<file path="src/upm_pkg.sv">
// ============================================================================
// upm_pkg
// Shared types, constants and coefficient table for the stereo to surround
// upmixer.
// ============================================================================
package upm_pkg;

    localparam int TAPS_DEF  = 31;
    localparam int TAP_IDX_W = 8;
    localparam int SMP_W     = 32;
    localparam int CLAMP_W   = 31;
    localparam int ACC_W     = 70;
    localparam int CFG_IDX_W = 2;
    localparam int MODE_W    = 2;

    localparam logic [CFG_IDX_W-1:0] CFG_GAIN  = 2'd0;
    localparam logic [CFG_IDX_W-1:0] CFG_CLAMP = 2'd1;
    localparam logic [CFG_IDX_W-1:0] CFG_MODE  = 2'd2;

    localparam logic [MODE_W-1:0] MODE_PASS = 2'd0;
    localparam logic [MODE_W-1:0] MODE_220  = 2'd1;
    localparam logic [MODE_W-1:0] MODE_321  = 2'd2;

    localparam logic signed [SMP_W-1:0] Q31_MAX = 32'sh7FFF_FFFF;
    localparam logic signed [SMP_W-1:0] Q31_MIN = 32'sh8000_0000;

    localparam logic signed [SMP_W-1:0] HALF_COEF [16] = '{
        -32'sd19982143, -32'sd20273109, -32'sd20551464, -32'sd20816192,
        -32'sd21066252, -32'sd21300580, -32'sd21518086, -32'sd21717660,
        -32'sd21898168, -32'sd22058458, -32'sd22197354, -32'sd22313668,
        -32'sd22406189, -32'sd22473694, -32'sd22514946,  32'sd2105121163
    };

    typedef struct packed {
        logic signed [SMP_W-1:0] left_in;
        logic signed [SMP_W-1:0] right_in;
    } t_in_item;

    typedef struct packed {
        logic signed [SMP_W-1:0] left_out;
        logic signed [SMP_W-1:0] right_out;
        logic signed [SMP_W-1:0] center_out;
        logic signed [SMP_W-1:0] left_surround_out;
        logic signed [SMP_W-1:0] right_surround_out;
        logic signed [SMP_W-1:0] lfe_out;
    } t_out_item;

    typedef struct packed {
        logic smp_load;
        logic gain_en;
        logic wr_en;
        logic acc_clr;
        logic rd_en;
    } t_lane_ctl;

    typedef struct packed {
        logic load;
        logic fir_on;
        logic mix_on;
    } t_mrg_ctl;

    typedef enum logic [2:0] {
        ST_IDLE,
        ST_GAIN,
        ST_WRITE,
        ST_MAC,
        ST_DRAIN,
        ST_DONE
    } t_state;

    function automatic logic signed [SMP_W-1:0] f_tap_coef(input logic [TAP_IDX_W-1:0] k);
        logic [TAP_IDX_W-1:0] j;
        j = 8'd30 - k;
        if (k <= 8'd15) begin
            return HALF_COEF[k[3:0]];
        end else if (k <= 8'd30) begin
            return HALF_COEF[j[3:0]];
        end else begin
            return '0;
        end
    endfunction

endpackage

</file>
<file path="src/upm_merge.sv">
// ============================================================================
// upm_merge
// Combine lane results into the six-channel frame and hold it for output.
// ============================================================================
module upm_merge (
    input  logic                               i_clk,
    input  logic                               i_rst_n,
    input  upm_pkg::t_mrg_ctl                  i_ctl,
    input  logic signed [upm_pkg::SMP_W-1:0]   i_left,
    input  logic signed [upm_pkg::SMP_W-1:0]   i_right,
    input  logic signed [upm_pkg::SMP_W-1:0]   i_ls,
    input  logic signed [upm_pkg::SMP_W-1:0]   i_rs,
    input  logic [upm_pkg::CLAMP_W-1:0]        i_clamp,
    input  logic                               i_out_stall,
    output logic                               o_out_valid,
    output upm_pkg::t_out_item                 o_out_data,
    output logic                               o_free
);

    import upm_pkg::*;

    function automatic logic signed [SMP_W-1:0] f_clamp(
        input logic signed [SMP_W:0] v,
        input logic [CLAMP_W-1:0]    lim
    );
        logic signed [SMP_W:0] hi;
        logic signed [SMP_W:0] lo;
        hi = signed'({2'b00, lim});
        lo = -hi;
        if (v > hi) begin
            return hi[SMP_W-1:0];
        end else if (v < lo) begin
            return lo[SMP_W-1:0];
        end else begin
            return v[SMP_W-1:0];
        end
    endfunction

    logic                    r_out_vld;
    t_out_item               r_out;
    t_out_item               n_out;
    logic signed [SMP_W-1:0] w_ls;
    logic signed [SMP_W-1:0] w_rs;
    logic signed [SMP_W:0]   w_lr_sum;
    logic signed [SMP_W:0]   w_sur_sum;

    assign w_ls      = i_ctl.fir_on ? i_ls : '0;
    assign w_rs      = i_ctl.fir_on ? i_rs : '0;
    assign w_lr_sum  = (SMP_W+1)'(i_left) + (SMP_W+1)'(i_right);
    assign w_sur_sum = (SMP_W+1)'(w_ls) + (SMP_W+1)'(w_rs);

    always_comb begin
        n_out                    = '0;
        n_out.left_out           = i_left;
        n_out.right_out          = i_right;
        n_out.left_surround_out  = w_ls;
        n_out.right_surround_out = w_rs;
        if (i_ctl.mix_on) begin
            n_out.center_out = f_clamp(w_lr_sum, i_clamp);
            n_out.lfe_out    = f_clamp(w_sur_sum, i_clamp);
        end
    end

    assign o_free = !r_out_vld || !i_out_stall;

    always_ff @(posedge i_clk) begin
        if (i_ctl.load) begin
            r_out <= n_out;
        end
    end

    always_ff @(posedge i_clk) begin
        if (!i_rst_n) begin
            r_out_vld <= 1'b0;
        end else if (i_ctl.load) begin
            r_out_vld <= 1'b1;
        end else if (!i_out_stall) begin
            r_out_vld <= 1'b0;
        end
    end

    assign o_out_valid = r_out_vld;
    assign o_out_data  = r_out;

endmodule

</file>
<file path="config.mk">
export PLATFORM = sky130hd
export DESIGN_NAME = upm_merge
export DESIGN_NICKNAME = d
export VERILOG_FILES = /design/src/upm_pkg.sv /design/src/upm_merge.sv
export SDC_FILE = /design/constraint.sdc
export NUM_CORES = 1
export LEC_CHECK = 0
export BUFFER_PORTS_ARGS = -buffer_cell sky130_fd_sc_hd__buf_2
export CORE_MARGIN = 5
export CORE_UTILIZATION = 55
export CTS_CLUSTER_SIZE = 8
export DETAILED_ROUTE_END_ITERATION = 10
export GPL_TIMING_DRIVEN = 0
export HOLD_SLACK_MARGIN = 0.1
export MAX_ROUTING_LAYER = met4
export PLACE_DENSITY_LB_ADDON = 0.25
export SYNTH_ARGS = -nofsm -noshare
export SYNTH_HDL_FRONTEND = slang
export SYNTH_SLANG_ARGS = --single-unit
</file>
<file path="constraint.sdc">
create_clock -name i_clk -period 5.98 [get_ports i_clk]
set_input_delay 0.598 -clock i_clk [delete_from_list [all_inputs] [get_ports i_clk]]
set_output_delay 0.598 -clock i_clk [all_outputs]
set_load 0.03 [all_outputs]
</file>
==> results_dict.tcl, run 1 <==
set metrics [dict create \
    synthArstFlopShare_pct 0 \
    critPathTopFamily "compound AO/OA/AOI/OAI gates" \
    dpl-instance-area_um2 17300 \
    worstPathRequired_ps 6110 \
    crit_chain "buf_2 > ha_1 > fa_1 > a211oi_1 > nor2_1 > o21ai_2 > o21ai_1 > a311o_1 > a41o_1 > xor2_1 > ha_1 > nand2_1 > nor3_1 > nand3_1 > a31oi_1 > o22ai_1 > and2_1 > mux2_2 > nor2_4 > buf_2 > o32ai_1" \
    leakagePower_nw 7.86 \
    p_per_area_nw_per_um2 267 \
    portBuffers 352 \
    arrival_ps 5940 \
    syn_inst 1489 \
    cp_slowest_cell "fa_1" \
    critPathKind "primary input to flip-flop" \
    max-cap-violations 0 \
    reg2reg_from "o_out_valid" \
    clockRootBuffer "clkbuf_16" \
    grt_antenna_before_repair 4 \
    dieArea_um2 30800 \
    ys_seq_area_share_pct 38.4 \
    drive_above_1_share_pct 25.7 \
    synth_warnings 0 \
    rows 60 \
    worstSetupStartpoint "i_left[0]" \
    final_cell_area_um2 18100 \
    drt_iter0_markers 1389 \
    core-area_um2 27000 \
    finalPower_w 0.00483 \
    ys_ff_latch 193 \
    cts_sinks 193 \
    ctsHtreeMaxLevel 4 \
    ctsHoldBuffers 0 \
    die_h_um 175 \
    final_common_cell "buf_2" \
    max_stage_delay_ps 430 \
    clockBufferDepth 2 \
    synth_edf_count 192 \
    min-delay-start "i_right[10]" \
    slew_viol_final 0 \
    insertion_delay_ps 430 \
    drc 0 \
    gp_congestion 1.02 \
    max-vdd-ir-drop_uv 203 \
    final_util_pct 67.1 \
    path_buf_inv 2 \
    hold_path_class "primary input to flip-flop" \
    wl_per_cell_um 22.0 \
    final_nets 2222 \
    setup_viol 0 \
    fin_crit_sh_pct 97.2 \
    cp_max_fo 10 \
    ios 359 \
    numCtsBuffers 17 \
    fp.dieW_um 175 \
    syn2layout_area_growth_pct 20.0 \
    hpwlAfterDp_mm 39.6 \
    synth_area_um2 15100 \
    finalHoldViolCount 0 \
    grt_pass1_vias 13400 \
    status "finished clean" \
    mostFrequentLayoutCells "buf_2, edfxtp_1, ha_1" \
    instances_no_fill 2222 \
    dp_cells 2183 \
    maxSlewHeadroom_pct 11.5 \
    synth_cell_types 89 \
    grt_max_degree 102 \
    start_util_pct 55.9 \
    finalClockSkew_ps 0 \
    avgSynthCellArea_um2 10.1 \
    synth_flop_cell "edfxtp_1" \
    antenna_left 0 \
    dr_total_vias 13800 \
    wl_mm 48.9 \
    worst_slew_pin_slew_ps 1310 \
    layout_min_cycle_time_ps 5810 \
    max_freq_mhz 172 \
    drt-pass1-iter-count 6 \
    cts_tree "built" \
    overflow 0 \
    grt_pass1_wl_mm 73.5 \
    start_kind "primary input" \
    end_kind "flip-flop" \
    grt.total_usage_pct 31.3 \
    path_clk_slew_ps 80 \
    syn_nets 1847 \
    vias_per_cell 6.22 \
]
-- path summary, 6_finish.rpt --
check	endpoint	slack, ps	cells after the start
max	o_out_data[115]	170	21
min	o_out_data[138]	340	1
max reg2reg	o_out_valid	5380	2
min reg2reg	o_out_valid	530	2
-- Yosys cell counts, drive strengths merged, types with 18 or more instances --
cell type | n | area, um^2
a22oi | 24 | 180
a21oi | 99 | 503
clkbuf | 42 | 158
buf | 18 | 124
o32ai | 22 | 193
nor2 | 98 | 380
ha | 191 | 2390
xnor2 | 64 | 568
o21ai | 60 | 304
mux2i | 18 | 180
a221oi | 24 | 223
nand4 | 21 | 131
nand3 | 33 | 165
and2 | 74 | 463
nand2 | 102 | 393
edfxtp | 192 | 5770
nor3 | 40 | 205
inv | 51 | 191
a211oi | 43 | 338
a21o | 45 | 338
a31oi | 18 | 128
-- flip-flops by register name (all words and copies together) (netlist names) --
name / cells
o_out_data: 192
o_out_valid: 1
-- cells by family (layout without fill, tap and decap cells) --
| group | Yosys count | after routing | synth area share (%) |
|---|---|---|---|
| muxes | 21 | 21 | 1.42 |
| xor gates and xnor gates | 79 | 79 | 4.64 |
| buffers and inverters | 113 | 500 | 3.19 |
| AOI/OAI and AO/OA | 432 | 432 | 20.3 |
| DFF | 193 | 193 | 38.4 |
| other | 0 | 5 | 0 |
| adders and majority gates | 193 | 193 | 16.1 |
| and+or+nand+nor | 458 | 458 | 15.9 |
-- area by class of cell --
cell class | count | area [um^2]
Timing Repair Buffer | 357 | 1830
Clock inverter | 13 | 119
Inverter | 53 | 201
Tap cell | 341 | 427
Sequential cell | 193 | 5790
Fill cell | 2194 | 8870
Multi-Input combinational cell | 1183 | 8980
Antenna cell | 5 | 12.5
Clock buffer | 18 | 429
Buffer | 59 | 300
-- through the flow --
stage	setup slack (ps)	TNS [ps]	hold slack, ps
finish	166	0	342
global route	-9.56	-9.56	334
CTS	28.9	0	334
global placement	-1620	-53870	512
detailed placement	-1750	-55610	526
floorplan	726	0	649
-- per-layer routing --
layer | GRT usage, % | up-vias | share of wire (%)
met2 | 49.0 | 679 | 46
li1 | - | 6505 | -
met5 | - | - | 0
met1 | 41.7 | 6563 | 42
met3 | 5.94 | 83 | 8.6
met4 | 9.49 | 0 | 2.7
-- where the power goes --
part	total (W)	internal [W]	switching, W	leakage (nW)
combinational	0.00203	0.000694	0.00133	5.72
clock	0.00112	0.000549	0.000569	0.269
sequential	0.00169	0.00166	0.0000314	1.87
total	0.00483	0.00290	0.00193	7.86
-- what timing repair did --
| item | in CTS | in global routing |
|---|---|---|
| hold endpoints to repair | 0 | 0 |
| gates cloned | 0 | 0 |
| setup endpoints to repair | 51 | 63 |
| resized for setup | 26 | 33 |
| pin swaps | 1 | 3 |
| setup buffers | 1 | 3 |
Note: power is estimated with default switching activity, not from simulation.
==> inputs of run 2 (changes only) <==
==> config.mk (replaced) <==
export PLATFORM = sky130hd
export DESIGN_NAME = upm_merge
export DESIGN_NICKNAME = d
export VERILOG_FILES = /design/src/upm_pkg.sv /design/src/upm_merge.sv
export SDC_FILE = /design/constraint.sdc
export NUM_CORES = 1
export LEC_CHECK = 0
export BUFFER_PORTS_ARGS = -buffer_cell sky130_fd_sc_hd__buf_4
export CORE_MARGIN = 5
export CORE_UTILIZATION = 57
export CTS_BUF_LIST = sky130_fd_sc_hd__clkbuf_4 sky130_fd_sc_hd__clkbuf_8
export CTS_CLUSTER_SIZE = 8
export DETAILED_ROUTE_END_ITERATION = 10
export GPL_TIMING_DRIVEN = 0
export HOLD_SLACK_MARGIN = 0.1
export MAX_ROUTING_LAYER = met4
export PLACE_DENSITY = 0.84
export SYNTH_ARGS = -nofsm -noshare
export SYNTH_HDL_FRONTEND = slang
export SYNTH_SLANG_ARGS = --single-unit
==> run 2 against run 1 <==
Compared with the run above: maximum frequency down 0.37%; worst hold slack worse by 54 ps; wire length up 2.7%; global-route usage up 1.9 points; first-iteration DRC count up 8.1%; sequential power about the same.
==> results_dict.tcl, run 2 (synthesized netlist as in run 1, its figures left out) <==
set metrics [dict create \
    grt_antenna_before_repair 0 \
    start_kind "primary input" \
    p_sw_w 0.00191 \
    layout_min_cycle_time_ps 5840 \
    arrival_ps 6050 \
    largest_reg_flops 192 \
    drc 0 \
    portBuffers 352 \
    cp_slowest_cell "nor4_1" \
    comb_power_share_pct 45.1 \
    antenna_left 0 \
    status "finished clean" \
    fp.dieW_um 173 \
    finalClockSkew_ps 0 \
    antennaDiodeCount 0 \
    dpl-instance-area_um2 18200 \
    start_util_pct 57.8 \
    clockRootBuffer "clkbuf_8" \
    grt.total_usage_pct 33.1 \
    path_buf_inv 5 \
    leakagePower_nw 8.08 \
    tns_ps 0 \
    max_freq_mhz 171 \
    grt_pass1_wl_mm 76.9 \
    dieArea_um2 29800 \
    dr_total_vias 14100 \
    end_kind "flip-flop" \
    vias_per_cell 6.37 \
    p_per_area_nw_per_um2 252 \
    numCtsBuffers 17 \
    hold_path_class "primary input to flip-flop" \
    wl_per_cell_um 22.7 \
    drt_iter0_markers 1501 \
    crit_chain "buf_4 > inv_1 > ha_1 > or3b_1 > nor4_1 > and3_1 > buf_2 > and3_1 > buf_2 > xnor2_1 > ha_1 > a211oi_1 > o21ai_0 > a2111oi_1 > a21oi_1 > o31a_1 > nor2_2 > clkbuf_2 > mux2i_1 > o32ai_1" \
    power.internal_w 0.00280 \
    setup_viol 0 \
    critPathKind "primary input to flip-flop" \
    final_cell_area_um2 18700 \
    max-vdd-ir-drop_uv 140 \
    cts_tree "built" \
    fin_crit_sh_pct 97.6 \
    overflow 0 \
    seqPwrFrac_pct 36.1 \
    final_common_cell "buf_4" \
    max_stage_delay_ps 500 \
    mostFrequentLayoutCells "buf_4, edfxtp_1, ha_1" \
    die_h_um 173 \
    power_switching_share_pct 40.5 \
    worst_slew_pin_slew_ps 1340 \
    critPathTopFamily "compound AO/OA/AOI/OAI gates" \
    finalHoldViolCount 0 \
    slew_viol_final 0 \
    wl_mm 50.2 \
    grt_max_degree 103 \
    clkPwrFrac_pct 18.9 \
    core-area_um2 26100 \
    ctsHtreeMaxLevel 4 \
    hpwlAfterDp_mm 40.8 \
    syn2layout_area_growth_pct 24.4 \
    final_nets 2223 \
    ios 359 \
    grt_pass1_vias 13700 \
    max-cap-violations 0 \
    gp_congestion 1.02 \
    insertion_delay_ps 470 \
    worstPathRequired_ps 6190 \
    drt-pass1-iter-count 8 \
    path_clk_slew_ps 120 \
    cts_sinks 193 \
    ctsHoldBuffers 0 \
    clockBufferDepth 2 \
    rows 59 \
    maxSlewHeadroom_pct 9.98 \
    drive_above_1_share_pct 25.5 \
    cp_max_fo 10 \
]
[run 2: layer usage]
layer / routed length (um) / global-route usage (%)
met5: 0 / -
met4: 1480 / 9.71
met3: 4800 / 6.18
met2: 23400 / 51.8
met1: 20600 / 44.3
[run 2: area by class of cell]
type	count	area (um^2)
plain buffers	59	300
repair buffers	358	2720
well taps	335	419
fillers	2018	7330
clock inverters	14	145
multi-input cells	1183	8930
flip-flops and latches	193	5790
clock buffers	18	241
inverters	53	200
[run 2: per-stage QoR]
stage | total power [W] | hold slack, ps | instances | worst slack [ps] | util, %
floorplan | 0.00304 | 649 | 1489 | 726 | -
global route | 0.00494 | 259 | 2213 | -31.7 | 71.9
detailed placement | 0.00376 | 563 | 2177 | -1630 | 69.7
global placement | 0.00372 | 515 | 2176 | -1480 | 69.5
CTS | 0.00464 | 274 | 2208 | 4.66 | 71.4
finish | 0.00471 | 288 | 2213 | 145 | 71.9
[run 2: worst reg2reg max path, delay by kind of cell, from the launching register on]
family	cells	cell delay [ps]
flops	1	370
simple gates	1	140
compound gates	1	80
[run 2: worst paths after layout]
path / to / slack, ps / start / cells past startpoint
worst max register to register: o_out_valid / 5330 / o_out_valid / 2
worst max-delay path: o_out_data[115] / 140 / i_clamp[1] / 20
worst min register to register: o_out_valid / 580 / o_out_valid / 2
worst min-delay path: o_out_data[188] / 290 / i_left[28] / 1
[run 2: what timing repair did]
item,4_1_cts,5_1_grt
buffers inserted,0,5
gates resized for setup,22,28
pin swaps,0,3
endpoints found under the setup margin,42,62
[run 2: power groups by stage]
stage               Sequential [W]  Clock (W)  Combinational (W)
finish                     0.00170   0.000889            0.00212
global route               0.00171   0.000959            0.00227
CTS                        0.00170   0.000895            0.00205
detailed placement         0.00173          0            0.00203
global placement           0.00173          0            0.00199
floorplan                  0.00201          0            0.00103
