### config.mk
export PLATFORM = sky130hd
export DESIGN_NAME = upm_ctrl
export DESIGN_NICKNAME = d
export VERILOG_FILES = /design/src/upm_pkg.sv /design/src/upm_ctrl.sv
export SDC_FILE = /design/constraint.sdc
export NUM_CORES = 1
export LEC_CHECK = 0
export ABC_AREA = 1
export BUFFER_PORTS_ARGS = -buffer_cell sky130_fd_sc_hd__buf_2
export CORE_AREA = 2 2 52 54
export DETAILED_ROUTE_END_ITERATION = 7
export DIE_AREA = 0 0 54 56
export GPL_TIMING_DRIVEN = 0
export PLACE_DENSITY = 0.81
export SLEW_MARGIN = 0
export SYNTH_ARGS = -nofsm -noshare
export SYNTH_HDL_FRONTEND = slang
export SYNTH_SLANG_ARGS = --single-unit
export TNS_END_PERCENT = 50
### constraint.sdc
create_clock -name i_clk -period 1.5 [get_ports i_clk]
set_input_delay 0.3 -clock i_clk [delete_from_list [all_inputs] [get_ports i_clk]]
set_output_delay 0.3 -clock i_clk [all_outputs]
set_load 0.1 [all_outputs]
### src/upm_pkg.sv
// ============================================================================
// upm_pkg
// Shared types, constants and coefficient table for the stereo to surround
// upmixer.
// ============================================================================
package upm_pkg;

    localparam int TAPS_DEF  = 31;
    localparam int TAP_IDX_W = 8;
    localparam int SMP_W     = 32;
    localparam int CLAMP_W   = 31;
    localparam int ACC_W     = 70;
    localparam int CFG_IDX_W = 2;
    localparam int MODE_W    = 2;

    localparam logic [CFG_IDX_W-1:0] CFG_GAIN  = 2'd0;
    localparam logic [CFG_IDX_W-1:0] CFG_CLAMP = 2'd1;
    localparam logic [CFG_IDX_W-1:0] CFG_MODE  = 2'd2;

    localparam logic [MODE_W-1:0] MODE_PASS = 2'd0;
    localparam logic [MODE_W-1:0] MODE_220  = 2'd1;
    localparam logic [MODE_W-1:0] MODE_321  = 2'd2;

    localparam logic signed [SMP_W-1:0] Q31_MAX = 32'sh7FFF_FFFF;
    localparam logic signed [SMP_W-1:0] Q31_MIN = 32'sh8000_0000;

    localparam logic signed [SMP_W-1:0] HALF_COEF [16] = '{
        -32'sd19982143, -32'sd20273109, -32'sd20551464, -32'sd20816192,
        -32'sd21066252, -32'sd21300580, -32'sd21518086, -32'sd21717660,
        -32'sd21898168, -32'sd22058458, -32'sd22197354, -32'sd22313668,
        -32'sd22406189, -32'sd22473694, -32'sd22514946,  32'sd2105121163
    };

    typedef struct packed {
        logic signed [SMP_W-1:0] left_in;
        logic signed [SMP_W-1:0] right_in;
    } t_in_item;

    typedef struct packed {
        logic signed [SMP_W-1:0] left_out;
        logic signed [SMP_W-1:0] right_out;
        logic signed [SMP_W-1:0] center_out;
        logic signed [SMP_W-1:0] left_surround_out;
        logic signed [SMP_W-1:0] right_surround_out;
        logic signed [SMP_W-1:0] lfe_out;
    } t_out_item;

    typedef struct packed {
        logic smp_load;
        logic gain_en;
        logic wr_en;
        logic acc_clr;
        logic rd_en;
    } t_lane_ctl;

    typedef struct packed {
        logic load;
        logic fir_on;
        logic mix_on;
    } t_mrg_ctl;

    typedef enum logic [2:0] {
        ST_IDLE,
        ST_GAIN,
        ST_WRITE,
        ST_MAC,
        ST_DRAIN,
        ST_DONE
    } t_state;

    function automatic logic signed [SMP_W-1:0] f_tap_coef(input logic [TAP_IDX_W-1:0] k);
        logic [TAP_IDX_W-1:0] j;
        j = 8'd30 - k;
        if (k <= 8'd15) begin
            return HALF_COEF[k[3:0]];
        end else if (k <= 8'd30) begin
            return HALF_COEF[j[3:0]];
        end else begin
            return '0;
        end
    endfunction

endpackage

### src/upm_ctrl.sv
// ============================================================================
// upm_ctrl
// Sequencer: input handshake, tap walk over the delay lines, write pointer.
// ============================================================================
module upm_ctrl #(
    parameter int TAPS = 31,
    localparam int AW  = (TAPS > 1) ? $clog2(TAPS) : 1
) (
    input  logic                            i_clk,
    input  logic                            i_rst_n,
    input  logic                            i_in_valid,
    output logic                            o_in_stall,
    input  logic [upm_pkg::MODE_W-1:0]      i_mode,
    input  logic                            i_out_free,
    output upm_pkg::t_lane_ctl              o_lane_ctl,
    output upm_pkg::t_mrg_ctl               o_mrg_ctl,
    output logic [AW-1:0]                   o_wr_addr,
    output logic [AW-1:0]                   o_rd_addr,
    output logic [AW-1:0]                   o_tap
);

    import upm_pkg::*;

    localparam logic [AW-1:0] LAST = AW'(TAPS - 1);

    t_state        r_state, n_state;
    logic [AW-1:0] r_wp, n_wp;
    logic [AW-1:0] r_pos, n_pos;
    logic [AW-1:0] r_k, n_k;
    logic          r_drain, n_drain;
    logic          w_fir_on;
    logic          w_mix_on;

    assign w_fir_on = (i_mode == MODE_220) || (i_mode == MODE_321);
    assign w_mix_on = (i_mode == MODE_321);

    always_ff @(posedge i_clk) begin
        if (!i_rst_n) begin
            r_state <= ST_IDLE;
            r_wp    <= '0;
            r_pos   <= '0;
            r_k     <= '0;
            r_drain <= 1'b0;
        end else begin
            r_state <= n_state;
            r_wp    <= n_wp;
            r_pos   <= n_pos;
            r_k     <= n_k;
            r_drain <= n_drain;
        end
    end

    always_comb begin
        n_state           = r_state;
        n_wp              = r_wp;
        n_pos             = r_pos;
        n_k               = r_k;
        n_drain           = r_drain;
        o_in_stall        = 1'b1;
        o_lane_ctl        = '0;
        o_mrg_ctl         = '0;
        o_mrg_ctl.fir_on  = w_fir_on;
        o_mrg_ctl.mix_on  = w_mix_on;
        case (r_state)
            ST_IDLE: begin
                o_in_stall = 1'b0;
                if (i_in_valid) begin
                    o_lane_ctl.smp_load = 1'b1;
                    n_state             = ST_GAIN;
                end
            end
            ST_GAIN: begin
                o_lane_ctl.gain_en = 1'b1;
                n_state            = w_fir_on ? ST_WRITE : ST_DONE;
            end
            ST_WRITE: begin
                o_lane_ctl.wr_en   = 1'b1;
                o_lane_ctl.acc_clr = 1'b1;
                n_pos              = r_wp;
                n_k                = '0;
                n_state            = ST_MAC;
            end
            ST_MAC: begin
                o_lane_ctl.rd_en = 1'b1;
                if (r_k == LAST) begin
                    n_drain = 1'b0;
                    n_state = ST_DRAIN;
                end else begin
                    n_k   = r_k + 1'b1;
                    n_pos = (r_pos == '0) ? LAST : r_pos - 1'b1;
                end
            end
            ST_DRAIN: begin
                if (r_drain) begin
                    n_wp    = (r_wp == LAST) ? '0 : r_wp + 1'b1;
                    n_state = ST_DONE;
                end else begin
                    n_drain = 1'b1;
                end
            end
            ST_DONE: begin
                o_mrg_ctl.load = i_out_free;
                if (i_out_free) begin
                    n_state = ST_IDLE;
                end
            end
            default: begin
                n_state = ST_IDLE;
            end
        endcase
    end

    assign o_wr_addr = r_wp;
    assign o_rd_addr = r_pos;
    assign o_tap     = r_k;

endmodule

==> results of run 1 <==
synth_stat cells, drive strengths merged:
| library cell | n | share of area |
|---|---|---|
| nor2 | 34 | 0.12 |
| dfxtp | 19 | 0.31 |
| inv | 26 | 0.082 |
| ha | 6 | 0.062 |
| buf | 6 | 0.045 |
| nor3b | 1 | 0.0062 |
| o22ai | 1 | 0.0051 |
| xor2 | 2 | 0.014 |
| nand2 | 33 | 0.12 |
| o21bai | 1 | 0.0062 |
| a31oi | 1 | 0.0051 |
| nand4 | 2 | 0.010 |
| a21oi | 11 | 0.054 |
| nor3 | 4 | 0.026 |
| nand3 | 14 | 0.068 |
| o21ai | 13 | 0.072 |
registers in the layout, indices dropped and copies added, names as in the netlist:
name / flops
r_state: 3
r_drain: 1
o_wr_addr: 5
o_tap: 5
o_rd_addr: 5
critical path, cell delays in order, from the launching register on:
cell     delay, ns
dfxtp_4       0.40
inv_6         0.05
nor3_4        0.23
buf_8         0.14
buf_12        0.16
layer usage:
metal | vias to the layer above | wire, um | GRT usage
li1 | 635 | - | -
met1 | 568 | 1190 | 0.247
met2 | 29 | 1370 | 0.317
met3 | 4 | 100 | 0.0242
met4 | 0 | 28 | 0.0536
met5 | - | 0 | 0
logic make-up after synthesis:
kind of cell	Yosys count
fa+ha+maj	6
xor+xnor	2
buf+inv	32
flops	19
simple gates	88
compound gates	27
area by class of cell:
| cell class | instances | area [sq um] | area share |
|---|---|---|---|
| plain buffers | 6 | 66.3 | 0.0399 |
| clock buffers | 4 | 26.3 | 0.0158 |
| inverters | 26 | 110 | 0.0662 |
| multi-input cells | 123 | 717 | 0.431 |
| flip-flops and latches | 19 | 394 | 0.237 |
| well taps | 30 | 37.5 | 0.0226 |
| repair buffers | 37 | 312 | 0.187 |
per-stage QoR:
stage | worst slack [ns] | instances
after floorplan | -0.414 | 174
after global placement | -0.112 | 233
after detailed placement | -0.112 | 233
after CTS | -0.0965 | 241
after global routing | -0.116 | 245
final | -0.0717 | 245
final timing paths:
path | start | end | slack [ns] | depth (start not counted)
setup / recovery | r_state[1] | o_lane_ctl[2] | -0.07 | 4
hold reg to reg | r_drain | r_drain | 0.50 | 2
setup reg to reg | r_state[0] | o_wr_addr[4] | 0.10 | 10
hold / removal | i_rst_n | o_rd_addr[4] | 0.28 | 3
power groups by stage:
stage          Clock (mW)  Sequential (mW)  Combinational [mW]
3_3_place_gp            0            0.765                2.04
2_1_floorplan           0             1.22                1.33
5_1_grt             0.288            0.791                2.53
4_1_cts             0.262            0.769                2.30
6_report            0.260            0.776                2.39
3_5_place_dp            0            0.771                2.06
repair_timing:
action	in CTS	in global routing
buffers inserted	4	4
pin swaps	3	5
endpoints found under the setup margin	9	21
gates resized for setup	29	14
==> impl_metrics.tcl, run 1 <==
set metrics [dict create \
    postLayoutCellArea_sq_um 1660 \
    slew_headroom 0.671 \
    hpwlAfterDp_um 1930 \
    grt_usage 0.189 \
    first_global_vias 1056 \
    routedWlPerCell_um 11.0 \
    p_comb_frac 0.698 \
    final.setup_skew_ns 0.00650 \
    tns_ns -0.211 \
    io_buffers 29 \
    dieArea_sq_um 3020 \
    hold_buffers 0 \
    fin_crit_ns 1.57 \
    syn-instance-count 174 \
    fin_ws_ns -0.0717 \
    wl_um 2690 \
    synthAdderAreaFrac 0.0615 \
    finalSetupViolCount 4 \
    area_growth_pct 36.3 \
    critical_path_class "flop to output port" \
    start_util 0.502 \
    cts-htree-levels 1 \
    tritoncts "built" \
    sw_frac_of_total 0.577 \
    grt_max_degree 11 \
    tightest_slew_ns 0.496 \
    yosysWarnings 0 \
    firstDrtPassIters 4 \
    rows 18 \
    hold_class "input pin to flop" \
    synth.area.mux_share 0 \
    outcome "complete, but fails checks" \
    leakagePower_nw 0.795 \
    violations "negative setup slack" \
    grt_pass1_wl_um 4440 \
    whs_ns 0.282 \
    synth_top_family_by_area "simple AND/OR/NAND/NOR gates" \
    synth_xor_area_frac 0.0144 \
    postSynthAreaPerCell_sq_um 7.01 \
    drcViolationCount 0 \
    drtIter0Drc 21 \
    slew_viol_final 0 \
    p_seq_frac 0.226 \
    hold_viol_final 0 \
    yosysUniqueCellTypes 27 \
    die_h_um 56 \
    die_w_um 54 \
    syn-num-nets 186 \
    final_cell_mix "nor2_1, nand2_1, inv_1" \
    path_clk_slew_ns 0.11 \
    n_fill_cell 203 \
    gp_congestion 0.800 \
    fmax_mhz 636 \
    synth_seq_cells 19 \
    netlist_area_sq_um 1220 \
    rsz0062_at_grt "true" \
    clk_path_buf_depth 2 \
    critPathCaptureType "output port" \
    cts_buffers 3 \
    ys_seq_area_frac 0.312 \
    cp_data_required_time_ns 1.20 \
    synth_compound_area_frac 0.143 \
    nets 228 \
    cp.arrival_ns 1.27 \
    num_antenna_cells 0 \
    clkSinkCount 19 \
    insertion_delay_ns 0.30 \
    max_cap_violations 0 \
    via_per_inst 5.04 \
    place_area_sq_um 1440 \
    critPathMaxFanout 4 \
    ios 30 \
    drive_gt1_frac 0.395 \
    num_vias 1236 \
    utilization 0.684 \
    powerDensity_nw_per_um2 2060 \
    yosys.area_share.simple 0.343 \
    start_kind "flop" \
    p_int_mw 1.45 \
    peakVddDrop_uv 1550 \
    gr-total-overflow 0 \
    ant_nets 0 \
    coreArea_sq_um 2430 \
    min_period_over_period 1.05 \
    clock_power_share 0.076 \
    p_sw_mw 1.98 \
    antenna_found_initial 0 \
    cts_root_buf "clkbuf_4" \
    layout_commonest_cell "nor2_1" \
    power_mw 3.43 \
]
(Power assumes the default switching activity.)
==> run 2, diff against run 1 <==
--- a/config.mk
+++ b/config.mk
@@ -6,12 +6,12 @@
 export NUM_CORES = 1
 export LEC_CHECK = 0
 export ABC_AREA = 1
-export BUFFER_PORTS_ARGS = -buffer_cell sky130_fd_sc_hd__buf_2
+export BUFFER_PORTS_ARGS = -buffer_cell sky130_fd_sc_hd__buf_4
 export CORE_AREA = 2 2 52 54
 export DETAILED_ROUTE_END_ITERATION = 7
 export DIE_AREA = 0 0 54 56
 export GPL_TIMING_DRIVEN = 0
-export PLACE_DENSITY = 0.81
+export PLACE_DENSITY = 0.75
 export SLEW_MARGIN = 0
 export SYNTH_ARGS = -nofsm -noshare
 export SYNTH_HDL_FRONTEND = slang
==> impl_metrics.tcl, run 2 (synthesis gave the netlist of run 1 again) <==
set metrics [dict create \
    slew_viol_final 0 \
    critPathCaptureType "output port" \
    gp_congestion 0.875 \
    fin_ws_ns -0.0537 \
    coreArea_sq_um 2430 \
    critical_path.cell_chain "nor3_4 -> buf_8 -> buf_12" \
    routedWlPerCell_um 11.9 \
    timing.rr.end "o_tap[2]" \
    slew_headroom 0.754 \
    tritoncts "built" \
    ff2ff_path_depth 8 \
    finalSetupViolCount 3 \
    final_cell_mix "buf_4, nor2_1, nand2_1" \
    ant_nets 0 \
    hold_class "input pin to flop" \
    nets 227 \
    utilization 0.695 \
    hold_viol_final 0 \
    max_cap_violations 0 \
    peakVddDrop_uv 1460 \
    rows 18 \
    violations "negative setup slack" \
    antenna_found_initial 0 \
    dieArea_sq_um 3020 \
    wl_um 2910 \
    max_stage_delay_ns 0.41 \
    drcViolationCount 0 \
    grt_max_degree 12 \
    first_global_vias 1120 \
    grt_pass1_wl_um 4690 \
    num_antenna_cells 0 \
    die_w_um 54 \
    place_ws_ns 0.00994 \
    startpoint "r_state[0]" \
    cp_slowest_cell "dfxtp_4" \
    path_clk_slew_ns 0.12 \
    cp.arrival_ns 1.25 \
    cp_num_cells 3 \
    cp_data_required_time_ns 1.20 \
    ios 30 \
    final.setup_skew_ns 0.0125 \
    firstDrtPassIters 4 \
    layout_commonest_cell "buf_4" \
    r2r-start "o_tap[0]" \
    start_util 0.502 \
    crit_end "o_lane_ctl[2]" \
    whs_ns 0.282 \
    clkSinkCount 19 \
    drive_gt1_frac 0.393 \
    r2r_slack_ns 0.07 \
    num_vias 1213 \
    powerDensity_nw_per_um2 2030 \
    io_buffers 29 \
    start_kind "flop" \
    hpwlAfterDp_um 2000 \
    tightest_slew_ns 0.365 \
    min_path_cells 3 \
    cp_top_family "flip-flops" \
    leakagePower_nw 0.792 \
    insertion_delay_ns 0.31 \
    tns_ns -0.0881 \
    rsz0062_at_grt "true" \
    path_buf_inv 2 \
    via_per_inst 4.97 \
    fmax_mhz 644 \
    cts_buffers 3 \
    grt_usage 0.202 \
    min_period_over_period 1.04 \
    drtIter0Drc 27 \
    critPathMaxFanout 8 \
    gr-total-overflow 0 \
    die_h_um 56 \
    critical_path_class "flop to output port" \
    cts_root_buf "clkbuf_4" \
    area_growth_pct 38.6 \
    cts-htree-levels 1 \
    outcome "complete, but fails checks" \
    clk_path_buf_depth 2 \
    fin_crit_ns 1.55 \
]
## run 2: cell types whose count changed in the layout (fill, tap and decap cells not counted), sizes merged
cell	change
clkinv	+2
clkbuf	-5
buf	+3
inv	-1
## run 2: worst min-delay path, stage by stage
cell	delay, ns
buf_4	0.13
o21ai_0	0.07
a21oi_1	0.05
## run 2: how the worst min path moves through the flow
stage,startpoint,to
after floorplan,i_rst_n,o_rd_addr[4]
after global placement,o_tap[3],o_tap[3]
after detailed placement,r_drain,r_drain
after CTS,i_rst_n,o_rd_addr[4]
after global routing,i_rst_n,o_tap[4]
final,i_rst_n,o_rd_addr[4]
## run 2: final cells by class
cell class	instances	area (sq um)
flip-flops and latches	19	399
repair buffers	37	352
clock buffers	3	22.5
fillers	206	742
clock inverters	1	5.00
plain buffers	5	55.1
inverters	26	108
multi-input cells	123	712
well taps	30	37.5
## run 2: what timing repair did
action | 4_1_cts | 5_1_grt
setup endpoints to repair | 7 | 16
resized for setup | 20 | 11
pin swaps | 3 | 1
setup buffers | 3 | 5
hold buffers | 0 | 0
hold endpoints to repair | 0 | 0
cloned | 0 | 0
## run 2: power by group
group | internal, mW | switching [mW] | leakage [nW]
logic | 0.700 | 1.63 | 0.615
clock network | 0.0995 | 0.171 | 0.0177
registers | 0.641 | 0.189 | 0.159
## run 2: through the flow
step / power [mW] / instance area [sq um] / std cells
after CTS: 3.38 / 1640 / 240
after global placement: 2.90 / 1510 / 233
after detailed placement: 2.92 / 1510 / 233
final: 3.43 / 1690 / 244
after floorplan: 2.55 / 1260 / 174
after global routing: 3.62 / 1690 / 244
## run 2: metal layers
layer / track usage / vias to the layer above / share of wire
met4: 0.0643 / 0 / 0.012
met1: 0.264 / 547 / 0.45
met5: 0 / - / 0
met3: 0.0242 / 5 / 0.036
li1: - / 637 / -
met2: 0.336 / 24 / 0.51
==> run 3, diff against run 2 <==
--- a/config.mk
+++ b/config.mk
@@ -7,11 +7,14 @@
 export LEC_CHECK = 0
 export ABC_AREA = 1
 export BUFFER_PORTS_ARGS = -buffer_cell sky130_fd_sc_hd__buf_4
+export CAP_MARGIN = 30
 export CORE_AREA = 2 2 52 54
 export DETAILED_ROUTE_END_ITERATION = 7
 export DIE_AREA = 0 0 54 56
+export GPL_ROUTABILITY_DRIVEN = 0
 export GPL_TIMING_DRIVEN = 0
 export PLACE_DENSITY = 0.75
+export SETUP_SLACK_MARGIN = 0.05
 export SLEW_MARGIN = 0
 export SYNTH_ARGS = -nofsm -noshare
 export SYNTH_HDL_FRONTEND = slang
==> impl_metrics.tcl, run 3 (synthesis gave the netlist of run 1 again) <==
set metrics [dict create \
    ant_nets 0 \
    cts-htree-levels 1 \
    hold_class "input pin to flop" \
    cts_buffers 3 \
    drive_gt1_frac 0.441 \
    ff2ff_path_depth 8 \
    grt_usage 0.202 \
    fmax_mhz 627 \
    r2r_slack_ns 0.08 \
    die_h_um 56 \
    critPathCaptureType "output port" \
    timing.rr.end "o_tap[2]" \
    first_global_vias 1120 \
    layout_commonest_cell "buf_4" \
    final.setup_skew_ns 0.00630 \
    cts_root_buf "clkbuf_4" \
    drtIter0Drc 29 \
    max_cap_violations 0 \
    ios 30 \
    start_kind "flop" \
    finalSetupViolCount 4 \
    min_path_cells 3 \
    routedWlPerCell_um 12.9 \
    gr-total-overflow 0 \
    r2r-start "o_tap[0]" \
    insertion_delay_ns 0.30 \
    hpwlAfterDp_um 2000 \
    violations "negative setup slack" \
    leakagePower_nw 0.846 \
    slew_viol_final 0 \
    tritoncts "built" \
    firstDrtPassIters 4 \
    min_period_over_period 1.06 \
    nets 235 \
    grt_pass1_wl_um 4690 \
    die_w_um 54 \
    cp_data_required_time_ns 1.20 \
    postLayoutCellArea_sq_um 1820 \
    critPathMaxFanout 7 \
    fin_crit_ns 1.60 \
    peakVddDrop_uv 1480 \
    hold_viol_final 0 \
    place_area_sq_um 1510 \
    outcome "complete, but fails checks" \
    min_from "i_rst_n" \
    final_cell_mix "buf_4, nor2_1, nand2_1" \
    cp.arrival_ns 1.30 \
    dieArea_sq_um 3020 \
    io_buffers 29 \
    whs_ns 0.284 \
    rsz0062_at_grt "true" \
    drcViolationCount 0 \
    grt_max_degree 12 \
    rows 18 \
    coreArea_sq_um 2430 \
    clkSinkCount 19 \
    critical_path_class "flop to output port" \
    hold_path_end "o_rd_addr[4]" \
    start_util 0.502 \
    area_growth_pct 49.2 \
    num_vias 1298 \
    powerDensity_nw_per_um2 2030 \
    slew_headroom 0.654 \
    fin_ws_ns -0.0957 \
    tightest_slew_ns 0.514 \
    path_clk_slew_ns 0.12 \
    num_antenna_cells 0 \
    hold_buffers 0 \
    antenna_found_initial 0 \
    wl_um 3260 \
    clk_path_buf_depth 2 \
    via_per_inst 5.15 \
]
-- run 3: layout make-up --
cell class                 instances  area, sq um
multi-input combinational        123          743
fill                             176          612
clock buffer                       3         22.5
inverter                          26          110
buffer                             6         66.3
clock inverter                     1         5.00
sequential                        19          402
tap                               30         37.5
timing repair buffer              44          434
-- run 3: worst max-delay path by stage --
stage | cells after the start | endpoint | slack (ns) | startpoint
detailed placement | 6 | o_mrg_ctl[1] | 0.01 | i_mode[0]
CTS | 4 | o_lane_ctl[2] | -0.11 | r_state[0]
global route | 4 | o_lane_ctl[2] | -0.15 | r_state[0]
global placement | 6 | o_mrg_ctl[1] | 0.03 | i_mode[0]
floorplan | 7 | o_rd_addr[2] | -0.41 | r_state[1]
finish | 4 | o_lane_ctl[2] | -0.1 | r_state[0]
-- run 3: power breakdown --
| group | internal, mW | leakage [nW] | switching [mW] |
|---|---|---|---|
| logic | 0.860 | 0.669 | 1.77 |
| registers | 0.638 | 0.160 | 0.156 |
| clock network | 0.0995 | 0.0177 | 0.168 |
| total | 1.60 | 0.846 | 2.09 |
-- run 3: metal layers --
metal | wire, um | GRT usage | up-vias | share of wire
met3 | 128 | 0.0242 | 8 | 0.039
met1 | 1420 | 0.264 | 598 | 0.43
met2 | 1660 | 0.336 | 37 | 0.51
met5 | 0 | 0 | - | 0
met4 | 53 | 0.0643 | 0 | 0.016
li1 | - | - | 655 | -
-- run 3: through the flow --
stage | total power [mW] | worst slack (ns) | utilization | std cells | setup TNS (ns)
global placement | 2.90 | 0.0330 | 0.622 | 233 | 0
CTS | 3.41 | -0.107 | 0.677 | 240 | -0.340
floorplan | 2.55 | -0.414 | - | 174 | -7.53
detailed placement | 2.92 | 0.00994 | 0.622 | 233 | 0
global route | 3.88 | -0.147 | 0.748 | 252 | -0.627
finish | 3.69 | -0.0957 | 0.748 | 252 | -0.301
-- run 3: timing repair --
action                     4_1_cts  5_1_grt
cloned                           0        1
setup endpoints to repair        8       21
pin swaps                        3       10
setup buffers                    3       11
resized for setup               23       20
-- run 3: critical path, cell delays in order, from the launching register on --
cell and delay [ns]:
dfxtp_1 0.32, buf_6 0.13, nor3_4 0.24, buf_8 0.14, buf_12 0.16
